--- src/rtl/lmcq_pkg.sv ---
// Shared types, request codes and glyph tables for the LED matrix character queue.
// Used by lmcq_ctrl, lmcq_dp and led_matrix_char_queue_display; depends on nothing.
package lmcq_pkg;

  localparam int unsigned DEFAULT_RING_DEPTH = 128;

  // Request type codes on req_type_i.
  localparam logic [1:0] REQ_INIT   = 2'd0;
  localparam logic [1:0] REQ_PUT    = 2'd1;
  localparam logic [1:0] REQ_TICK   = 2'd2;
  // This code is not assigned; a request carrying it is ignored.
  localparam logic [1:0] REQ_UNUSED = 2'd3;

  // Display driver register addresses.
  localparam logic [3:0] ROW_ADDR_BASE   = 4'd1;
  localparam logic [3:0] SETUP_ADDR_BASE = 4'd9;

  localparam logic [7:0] CHAR_ZERO  = 8'h30;
  localparam logic [7:0] CHAR_NINE  = 8'h39;
  localparam logic [3:0] GLYPH_LOGO = 4'd10;

  localparam logic [1:0] SETUP_LAST_IDX = 2'd3;
  localparam logic [2:0] ROW_LAST_IDX   = 3'd7;

  // Commands from the controller to the datapath.
  typedef struct packed {
    logic       take;        // latch the character of an accepted request
    logic       put;         // store the latched character in the ring
    logic       pop;         // read the oldest character and advance the read pointer
    logic       stop;        // stop the display timer
    logic       sel_logo;    // select the logo for the row writes
    logic       load;        // turn the character read from the ring into a glyph
    logic       emit_setup;  // issue one setup register write
    logic       emit_row;    // issue one row register write
    logic       last;        // final write of this request
    logic [2:0] idx;         // setup or row index
  } cmd_t;

  // Status from the datapath to the controller.
  typedef struct packed {
    logic running;
    logic empty;
  } stat_t;

  function automatic logic [7:0] setup_value(input logic [1:0] idx);
    logic [7:0] val;
    unique case (idx)
      2'd0:    val = 8'h00;
      2'd1:    val = 8'h03;
      2'd2:    val = 8'h07;
      default: val = 8'h01;
    endcase
    return val;
  endfunction

  // Row pattern of a glyph: 0 to 9 are digits, anything else the logo.
  function automatic logic [7:0] row_pattern(input logic [3:0] glyph, input logic [2:0] row);
    logic [63:0] rows;
    unique case (glyph)
      4'd0:    rows = 64'h1c22222222222_21c;
      4'd1:    rows = 64'h0818080808080_81c;
      4'd2:    rows = 64'h1c22220408102_03e;
      4'd3:    rows = 64'h1c22020c02022_21c;
      4'd4:    rows = 64'h040c1414241e0_404;
      4'd5:    rows = 64'h3e20203c02022_21c;
      4'd6:    rows = 64'h1c22203c22222_21c;
      4'd7:    rows = 64'h3e24040808080_808;
      4'd8:    rows = 64'h1c22221c22222_21c;
      4'd9:    rows = 64'h1c2222221e022_21c;
      default: rows = 64'h808080919bf51_111;
    endcase
    // The first row sits in the top byte.
    return rows[8'(7 - row) * 8 +: 8];
  endfunction

endpackage

--- src/rtl/lmcq_ctrl.sv ---
// Controller state machine of the LED matrix character queue.
// Depends on lmcq_pkg; drives lmcq_dp through cmd_t and reads stat_t.
module lmcq_ctrl
  import lmcq_pkg::*;
(
  input  logic       clk_i,
  input  logic       rst_ni,
  input  logic       start,
  input  logic [1:0] req_type_i,
  input  stat_t      stat_i,
  output cmd_t       cmd_o,
  output logic       busy
);

  typedef enum logic [2:0] {
    S_IDLE,
    S_PUT,
    S_TICK,
    S_LOAD,
    S_SETUP,
    S_ROWS
  } state_e;

  state_e     state_q, state_d;
  logic [2:0] cnt_q, cnt_d;

  assign busy = (state_q != S_IDLE);

  always_comb begin
    state_d = state_q;
    cnt_d   = cnt_q;
    cmd_o   = '0;
    cmd_o.idx = cnt_q;
    unique case (state_q)
      S_IDLE: begin
        cnt_d = '0;
        if (start) begin
          cmd_o.take = 1'b1;
          unique case (req_type_i)
            REQ_INIT: state_d = S_SETUP;
            REQ_PUT:  state_d = S_PUT;
            REQ_TICK: state_d = S_TICK;
            default:  state_d = S_IDLE;
          endcase
        end
      end
      S_PUT: begin
        cmd_o.put = 1'b1;
        state_d   = S_IDLE;
      end
      S_TICK: begin
        priority if (!stat_i.running) begin
          state_d = S_IDLE;
        end else if (stat_i.empty) begin
          // Queue ran dry: show the logo and stop the timer.
          cmd_o.stop     = 1'b1;
          cmd_o.sel_logo = 1'b1;
          state_d        = S_ROWS;
        end else begin
          cmd_o.pop = 1'b1;
          state_d   = S_LOAD;
        end
      end
      S_LOAD: begin
        cmd_o.load = 1'b1;
        state_d    = S_ROWS;
      end
      S_SETUP: begin
        cmd_o.emit_setup = 1'b1;
        cmd_o.sel_logo   = 1'b1;
        if (cnt_q[1:0] == SETUP_LAST_IDX) begin
          cnt_d   = '0;
          state_d = S_ROWS;
        end else begin
          cnt_d = cnt_q + 3'd1;
        end
      end
      S_ROWS: begin
        cmd_o.emit_row = 1'b1;
        cmd_o.last     = (cnt_q == ROW_LAST_IDX);
        cnt_d          = cnt_q + 3'd1;
        if (cnt_q == ROW_LAST_IDX) begin
          state_d = S_IDLE;
        end
      end
      default: state_d = S_IDLE;
    endcase
  end

  always_ff @(posedge clk_i or negedge rst_ni) begin
    if (!rst_ni) begin
      state_q <= S_IDLE;
      cnt_q   <= '0;
    end else begin
      state_q <= state_d;
      cnt_q   <= cnt_d;
    end
  end

endmodule

--- src/rtl/lmcq_dp.sv ---
// Datapath of the LED matrix character queue: character ring, pointers, timer
// flag, glyph selection and the output registers. Depends on lmcq_pkg.
module lmcq_dp
  import lmcq_pkg::*;
#(
  parameter int unsigned RING_DEPTH = DEFAULT_RING_DEPTH
) (
  input  logic       clk_i,
  input  logic       rst_ni,
  input  cmd_t       cmd_i,
  input  logic [7:0] char_in_i,
  output stat_t      stat_o,
  output logic       strobe,
  output logic [3:0] reg_addr_o,
  output logic [7:0] reg_data_o,
  output logic       last_o
);

  localparam int unsigned PTR_W = (RING_DEPTH > 1) ? $clog2(RING_DEPTH) : 1;
  localparam logic [PTR_W-1:0] LAST_SLOT = PTR_W'(RING_DEPTH - 1);

  logic [7:0]       ring_q [RING_DEPTH];
  logic [7:0]       rdata_q;
  logic [7:0]       char_q;
  logic [PTR_W-1:0] rp_q, wp_q;
  logic [PTR_W-1:0] rp_next, wp_next;
  logic             running_q;
  logic [3:0]       glyph_q;
  logic             strobe_q;
  logic [3:0]       addr_q;
  logic [7:0]       data_q;
  logic             last_q;

  assign rp_next = (rp_q == LAST_SLOT) ? '0 : rp_q + PTR_W'(1);
  assign wp_next = (wp_q == LAST_SLOT) ? '0 : wp_q + PTR_W'(1);

  assign stat_o.running = running_q;
  assign stat_o.empty   = (rp_q == wp_q);

  // Ring memory: one write port, one registered read port.
  always_ff @(posedge clk_i) begin
    if (cmd_i.put) begin
      ring_q[wp_q] <= char_q;
    end
    if (cmd_i.pop) begin
      rdata_q <= ring_q[rp_q];
    end
  end

  always_ff @(posedge clk_i or negedge rst_ni) begin
    if (!rst_ni) begin
      rp_q      <= '0;
      wp_q      <= '0;
      running_q <= 1'b0;
    end else begin
      if (cmd_i.put) begin
        wp_q <= wp_next;
        // A full ring drops its oldest character.
        if (wp_next == rp_q) begin
          rp_q <= rp_next;
        end
        if (rp_q == wp_q) begin
          running_q <= 1'b1;
        end
      end
      if (cmd_i.pop) begin
        rp_q <= rp_next;
      end
      if (cmd_i.stop) begin
        running_q <= 1'b0;
      end
    end
  end

  always_ff @(posedge clk_i) begin
    if (cmd_i.take) begin
      char_q <= char_in_i;
    end
    if (cmd_i.sel_logo) begin
      glyph_q <= GLYPH_LOGO;
    end else if (cmd_i.load) begin
      if (rdata_q >= CHAR_ZERO && rdata_q <= CHAR_NINE) begin
        glyph_q <= rdata_q[3:0];
      end else begin
        glyph_q <= GLYPH_LOGO;
      end
    end
  end

  always_ff @(posedge clk_i or negedge rst_ni) begin
    if (!rst_ni) begin
      strobe_q <= 1'b0;
    end else begin
      strobe_q <= cmd_i.emit_setup | cmd_i.emit_row;
    end
  end

  always_ff @(posedge clk_i) begin
    if (cmd_i.emit_setup) begin
      addr_q <= SETUP_ADDR_BASE + {2'b00, cmd_i.idx[1:0]};
      data_q <= setup_value(cmd_i.idx[1:0]);
      last_q <= 1'b0;
    end else if (cmd_i.emit_row) begin
      addr_q <= ROW_ADDR_BASE + {1'b0, cmd_i.idx};
      data_q <= row_pattern(glyph_q, cmd_i.idx);
      last_q <= cmd_i.last;
    end
  end

  assign strobe     = strobe_q;
  assign reg_addr_o = addr_q;
  assign reg_data_o = data_q;
  assign last_o     = last_q;

endmodule

--- src/rtl/led_matrix_char_queue_display.sv ---
// Top level of the LED matrix character queue display.
// Depends on lmcq_pkg, lmcq_ctrl and lmcq_dp.
//
// Use: a request (req_type_i, char_in_i) is taken at a rising clock edge where
// start is high and busy is low. Init requests produce four setup writes and
// then the eight logo rows; put requests store one character in the ring and
// produce nothing; tick requests, while the display timer runs, produce eight
// row writes for the oldest character (or the logo, stopping the timer, when
// the ring is empty). Each register write appears on reg_addr_o, reg_data_o
// and last_o for exactly one cycle with strobe high; last_o marks the final
// write of a request. The receiver cannot hold writes off, so there is no
// stall path: the controller simply paces the writes one per cycle.
// Sequence, from acceptance to the next possible acceptance: a put passes
// through S_PUT, a tick while stopped through S_TICK, a tick on an empty ring
// through S_TICK and S_ROWS, a tick that pops a character through S_TICK,
// S_LOAD (for the registered ring read) and S_ROWS, and an init through
// S_SETUP and S_ROWS. Each write is registered from the state that issues it;
// the last one shows in the first cycle that busy is low again.
// Reset clears the pointers, stops the timer and idles the controller; the
// ring contents are not cleared, as only written slots are ever read.
module led_matrix_char_queue_display
  import lmcq_pkg::*;
#(
  parameter int unsigned RING_DEPTH = DEFAULT_RING_DEPTH
) (
  input  logic       clk_i,
  input  logic       rst_ni,
  input  logic       start,
  output logic       busy,
  input  logic [1:0] req_type_i,
  input  logic [7:0] char_in_i,
  output logic       strobe,
  output logic [3:0] reg_addr_o,
  output logic [7:0] reg_data_o,
  output logic       last_o
);

  cmd_t  cmd;
  stat_t stat;

  // The controller sequences each request; the datapath holds all storage.
  lmcq_ctrl u_ctrl (
    .clk_i      (clk_i),
    .rst_ni     (rst_ni),
    .start      (start),
    .req_type_i (req_type_i),
    .stat_i     (stat),
    .cmd_o      (cmd),
    .busy       (busy)
  );

  lmcq_dp #(
    .RING_DEPTH (RING_DEPTH)
  ) u_dp (
    .clk_i      (clk_i),
    .rst_ni     (rst_ni),
    .cmd_i      (cmd),
    .char_in_i  (char_in_i),
    .stat_o     (stat),
    .strobe     (strobe),
    .reg_addr_o (reg_addr_o),
    .reg_data_o (reg_data_o),
    .last_o     (last_o)
  );

`ifndef SYNTHESIS
  // Every write is the registered result of work done while busy.
  assert property (@(posedge clk_i) disable iff (!rst_ni)
    strobe |-> $past(busy))
  else $error("write issued without a request in progress");

  // Nothing follows the final write of a request.
  assert property (@(posedge clk_i) disable iff (!rst_ni)
    (strobe && last_o) |=> !strobe)
  else $error("write issued after the final write of a request");

  // A put produces no writes.
  assert property (@(posedge clk_i) disable iff (!rst_ni)
    (start && !busy && req_type_i == REQ_PUT) |=> busy ##1 !strobe)
  else $error("put request produced a register write");
`endif

endmodule
--- config.mk ---
export PLATFORM = sky130hd
export DESIGN_NAME = led_matrix_char_queue_display
export DESIGN_NICKNAME = d
export VERILOG_FILES = /design/src/rtl/lmcq_pkg.sv /design/src/rtl/lmcq_ctrl.sv /design/src/rtl/lmcq_dp.sv /design/src/rtl/led_matrix_char_queue_display.sv
export SDC_FILE = /design/constraint.sdc
export NUM_CORES = 1
export LEC_CHECK = 0
export CORE_MARGIN = 2
export CORE_UTILIZATION = 63
export CTS_CLUSTER_DIAMETER = 80
export CTS_CLUSTER_SIZE = 28
export DETAILED_ROUTE_END_ITERATION = 7
export DONT_BUFFER_PORTS = 1
export GPL_TIMING_DRIVEN = 0
export HOLD_SLACK_MARGIN = 0.08
export PLACE_DENSITY = 0.82
export SYNTH_ARGS = -nofsm -noshare
export SYNTH_HDL_FRONTEND = slang
export SYNTH_SLANG_ARGS = --single-unit
--- constraint.sdc ---
create_clock -name clk_i -period 3.87 [get_ports clk_i]
set_clock_uncertainty 0.1 [all_clocks]
set_input_delay 0.5805 -clock clk_i [delete_from_list [all_inputs] [get_ports clk_i]]
set_output_delay 0.5805 -clock clk_i [all_outputs]
set_load 0.02 [all_outputs]
==> results.md <==
* Number of nets still failing antenna checks after routing at 0
* Design Power at 27.7 mW
* Effective utilization at floorplan at 63.9%
* Worst setup slack for register-to-register paths at -0.02 ns
* Critical Path Start Type: flop
* Arrival time of the worst setup path at 4.07 ns
* Maximum vdd drop at approximately 0.48 mV
* Transition time of the tightest slew-check pin at 1.54 ns
* DP HPWL at approximately 74000 um
* Synth warnings at 0
* Total Routing Usage GR at 30.7%
* Cell area after synthesis at 0.0441 sq mm
* Clock tree sinks at 1112
* Fraction of layout cells with a size suffix above 1 at 18.5%
* Number of flip-flops and latches in the synthesized netlist at 1112
* Filler cell count in the final layout at 4139
* GPL Wtd Cong at 1.00
* Top cells by instance count after synthesis: edfxtp_1, mux4_2, nor2_1, mux2i_1, nand2_1
* First-pass GRT wire length at between 150000 and 200000 um
* Number of violations of the max-capacitance limit at 2
* Clock-pin transition on the worst setup and hold timing paths at approximately 0.11 ns
* Setup repair after global routing missed its margin: yes
* Post-CTS setup buffer count at 0
* Setup total negative slack at -0.312 ns
* Pin count of the biggest net entering global routing at 40
* Post-route minimum period at 3.89 ns
* Final hold violation count at 0
* Final net count at 2427
* Die Span Y at ~270 um
* First-pass detailed-route iteration total at 6
* Cells taking the most area after synthesis: edfxtp_1, mux4_2, mux2i_1, dfxtp_1, nor2_1
* Failing checks: max-capacitance violations, max-slew violations, negative setup slack
* Worst setup slack after layout at -0.0243 ns
* Share of synthesized flip-flops with an asynchronous set or reset at 1.98%
* Maximum buffer depth of the clock tree at 3
* Number of cells traversed by the worst hold path at 3
* Hold slack final at 0.135 ns
* Number of buffers added by the clock tree synthesis step at 47
* Total of endpoints with negative setup slack in the final report at 24
* Number of global-route vias before repair at between 20000 and 25000
* Mapped Nets at 2328
* Count of flip-flops with a built-in enable after synthesis at 1052
* Netlist cell types at 73
* Wire length per cell at around 33 um
* Finished Core Util at between 60 and 70%
* Residual overflow from global routing at 0
* Crit-path max cell delay at 0.82 ns
* Die area at 0.0721 sq mm
* Worst min path class: input port to flop
* Cell at the slowest stage of the critical path: nor2_1
* Floorplan row count at 96
* Worst hold path startpoint: req_type_i[0]
* Total Wirelength at around 110000 um
* Maximum operating frequency at 257 MHz
* Final Max Slew Viols at 11
* Area growth, synth to finish at 8.36%
* Antenna cells at 0
* Clock root buffer: clkbuf_16
* Placed insts at 3271
* Run status: finished, violations left
* Depth of the worst register-to-register path at 5
* Share of Yosys cell area claimed by the top area cell type at 71.7%
* Clk_lat worst skew at roughly 0.64 ns
* IO Count at 28
* Mean instance size in the synthesized netlist at 19.1 sq um
* Antenna violations before repair at 1
* Pre-CTS WS at -0.281 ns
* Type of the worst setup path: flop to flop
* Tcrit/Tclk final at 101%
* Rel. slew slack at -2.74%
* Leakage power at 14.5 nW
* Flip-flop cell with the highest count after synthesis: edfxtp_1
* Count of mapped cells out of synthesis at 2301
* Required @ worst endpoint at between 4 and 5 ns
* Beginning of the worst register-to-register path: u_ctrl.state_q[2]
* Hold endpoint: u_ctrl.state_q[1]
* Sequential share of the synthesized area at 74.7%
* Area of all placed cells without fillers at 0.0477 sq mm
* Floorplan die width at 268 um
* Count of non-filler cells in the finished layout at 3351
* Critical path capture point type: flop
* Endpoint of the worst register-to-register path: u_dp.ring_q[39][7]
* Power density cells at 580 mW/mm^2
* Vias per inst at 6.97
* Most numerous cell on the critical path: clkbuf_1
* Area leader, netlist: edfxtp_1
* Critical Path Fanout Max at 10
* Leading cell type by number of instances after synthesis: edfxtp_1
* Placeable Area at between 0.06 and 0.07 sq mm
* TritonCTS clock tree: yes
* List of cells traversed by the critical path: clkbuf_1 -> nor3_2 -> nand2_1 -> clkbuf_1 -> nor2_1
* Cell area after placement at ~0.046 sq mm
* Count of unresolved DRC violations after routing at 0
* Number of DRC violations after detailed-routing iteration 0 at approximately 3800
* Quantity of I/O buffers inserted on ports at 0
* Number of vias after detailed routing at around 23000
* H-Tree Depth at 2
## power by group
part	leakage, nW	switching (mW)	internal (mW)
clock network	0.669	3.52	2.41
logic	3.81	4.53	3.22
registers	10.1	0.224	13.8
total	14.5	8.28	19.4
## logic make-up after synthesis
logic type	after synthesis	share of synthesized area, %
XOR/XNOR	15	0.298
buffers and inverters	157	1.83
AO/OA/AOI/OAI	248	3.79
AND/OR/NAND/NOR	399	4.27
adder cells (fa/ha/maj)	14	0.398
flip-flops	1112	74.7
multiplexers	356	14.7
## worst max-delay path, delay by kind of cell, from the launching register on
kind,cells,cell delay (ns)
buffers and inverters,2,1.00
flip-flops,1,0.45
AND/OR/NAND/NOR,3,1.93
## placed cells by master, fill, tap and decap left out, types with 40 or more instances in the layout
cell	instances
a21oi_1	65
clkbuf_1	67
nor2_1	155
edfxtp_1	1052
nand2_1	94
buf_2	40
mux4_2	233
clkbuf_16	49
mux2i_1	115
## flip-flops by register name (all words and copies together), names as in the netlist, named ones only
name             cells
u_dp.last_o          1
u_ctrl.state_q       3
u_dp.reg_addr_o      4
u_dp.char_q          8
u_dp.wp_q            7
u_dp.glyph_q         4
u_dp.rdata_q         8
u_dp.reg_data_o      8
u_dp.ring_q       1024
u_dp.rp_q            7
u_dp.strobe          1
u_ctrl.cnt_q         3
u_dp.running_q       1
## timing repair
item	CTS	global route
hold buffers	11	0
endpoints found under the hold margin	31	0
setup endpoints to repair	240	50
gates resized for setup	7	4
## metal layers
metal	routed length (um)	global-route usage, %
met1	39100	41.4
met2	52100	49.0
met3	11600	6.19
met4	6110	14.8
met5	53	0.338
## final cells by class
| cell class | count | area, sq um | share of cell area, % |
|---|---|---|---|
| Multi-Input combinational cell | 1032 | 10400 | 21.8 |
| Inverter | 18 | 67.6 | 0.142 |
| Tap cell | 931 | 1160 | 2.44 |
| Clock inverter | 6 | 92.6 | 0.194 |
| Sequential cell | 1112 | 32900 | 68.9 |
| Clock buffer | 63 | 1280 | 2.68 |
| Buffer | 139 | 741 | 1.55 |
| Timing Repair Buffer | 50 | 1100 | 2.31 |
## worst max path at each step
stage / start / to / slack, ns / depth (start not counted)
4_1_cts: u_ctrl.state_q[2] / u_dp.ring_q[39][7] / 0.13 / 5
5_1_grt: u_ctrl.state_q[2] / u_dp.ring_q[95][0] / -0.06 / 5
3_3_place_gp: u_dp.char_q[1] / u_dp.ring_q[104][1] / -0.48 / 0
6_report: u_ctrl.state_q[2] / u_dp.ring_q[39][7] / -0.02 / 5
2_1_floorplan: u_ctrl.state_q[0] / u_dp.ring_q[80][0] / 1.12 / 6
3_5_place_dp: u_ctrl.state_q[2] / u_dp.ring_q[71][4] / -0.28 / 5
Note: power is estimated with default switching activity, not from simulation.
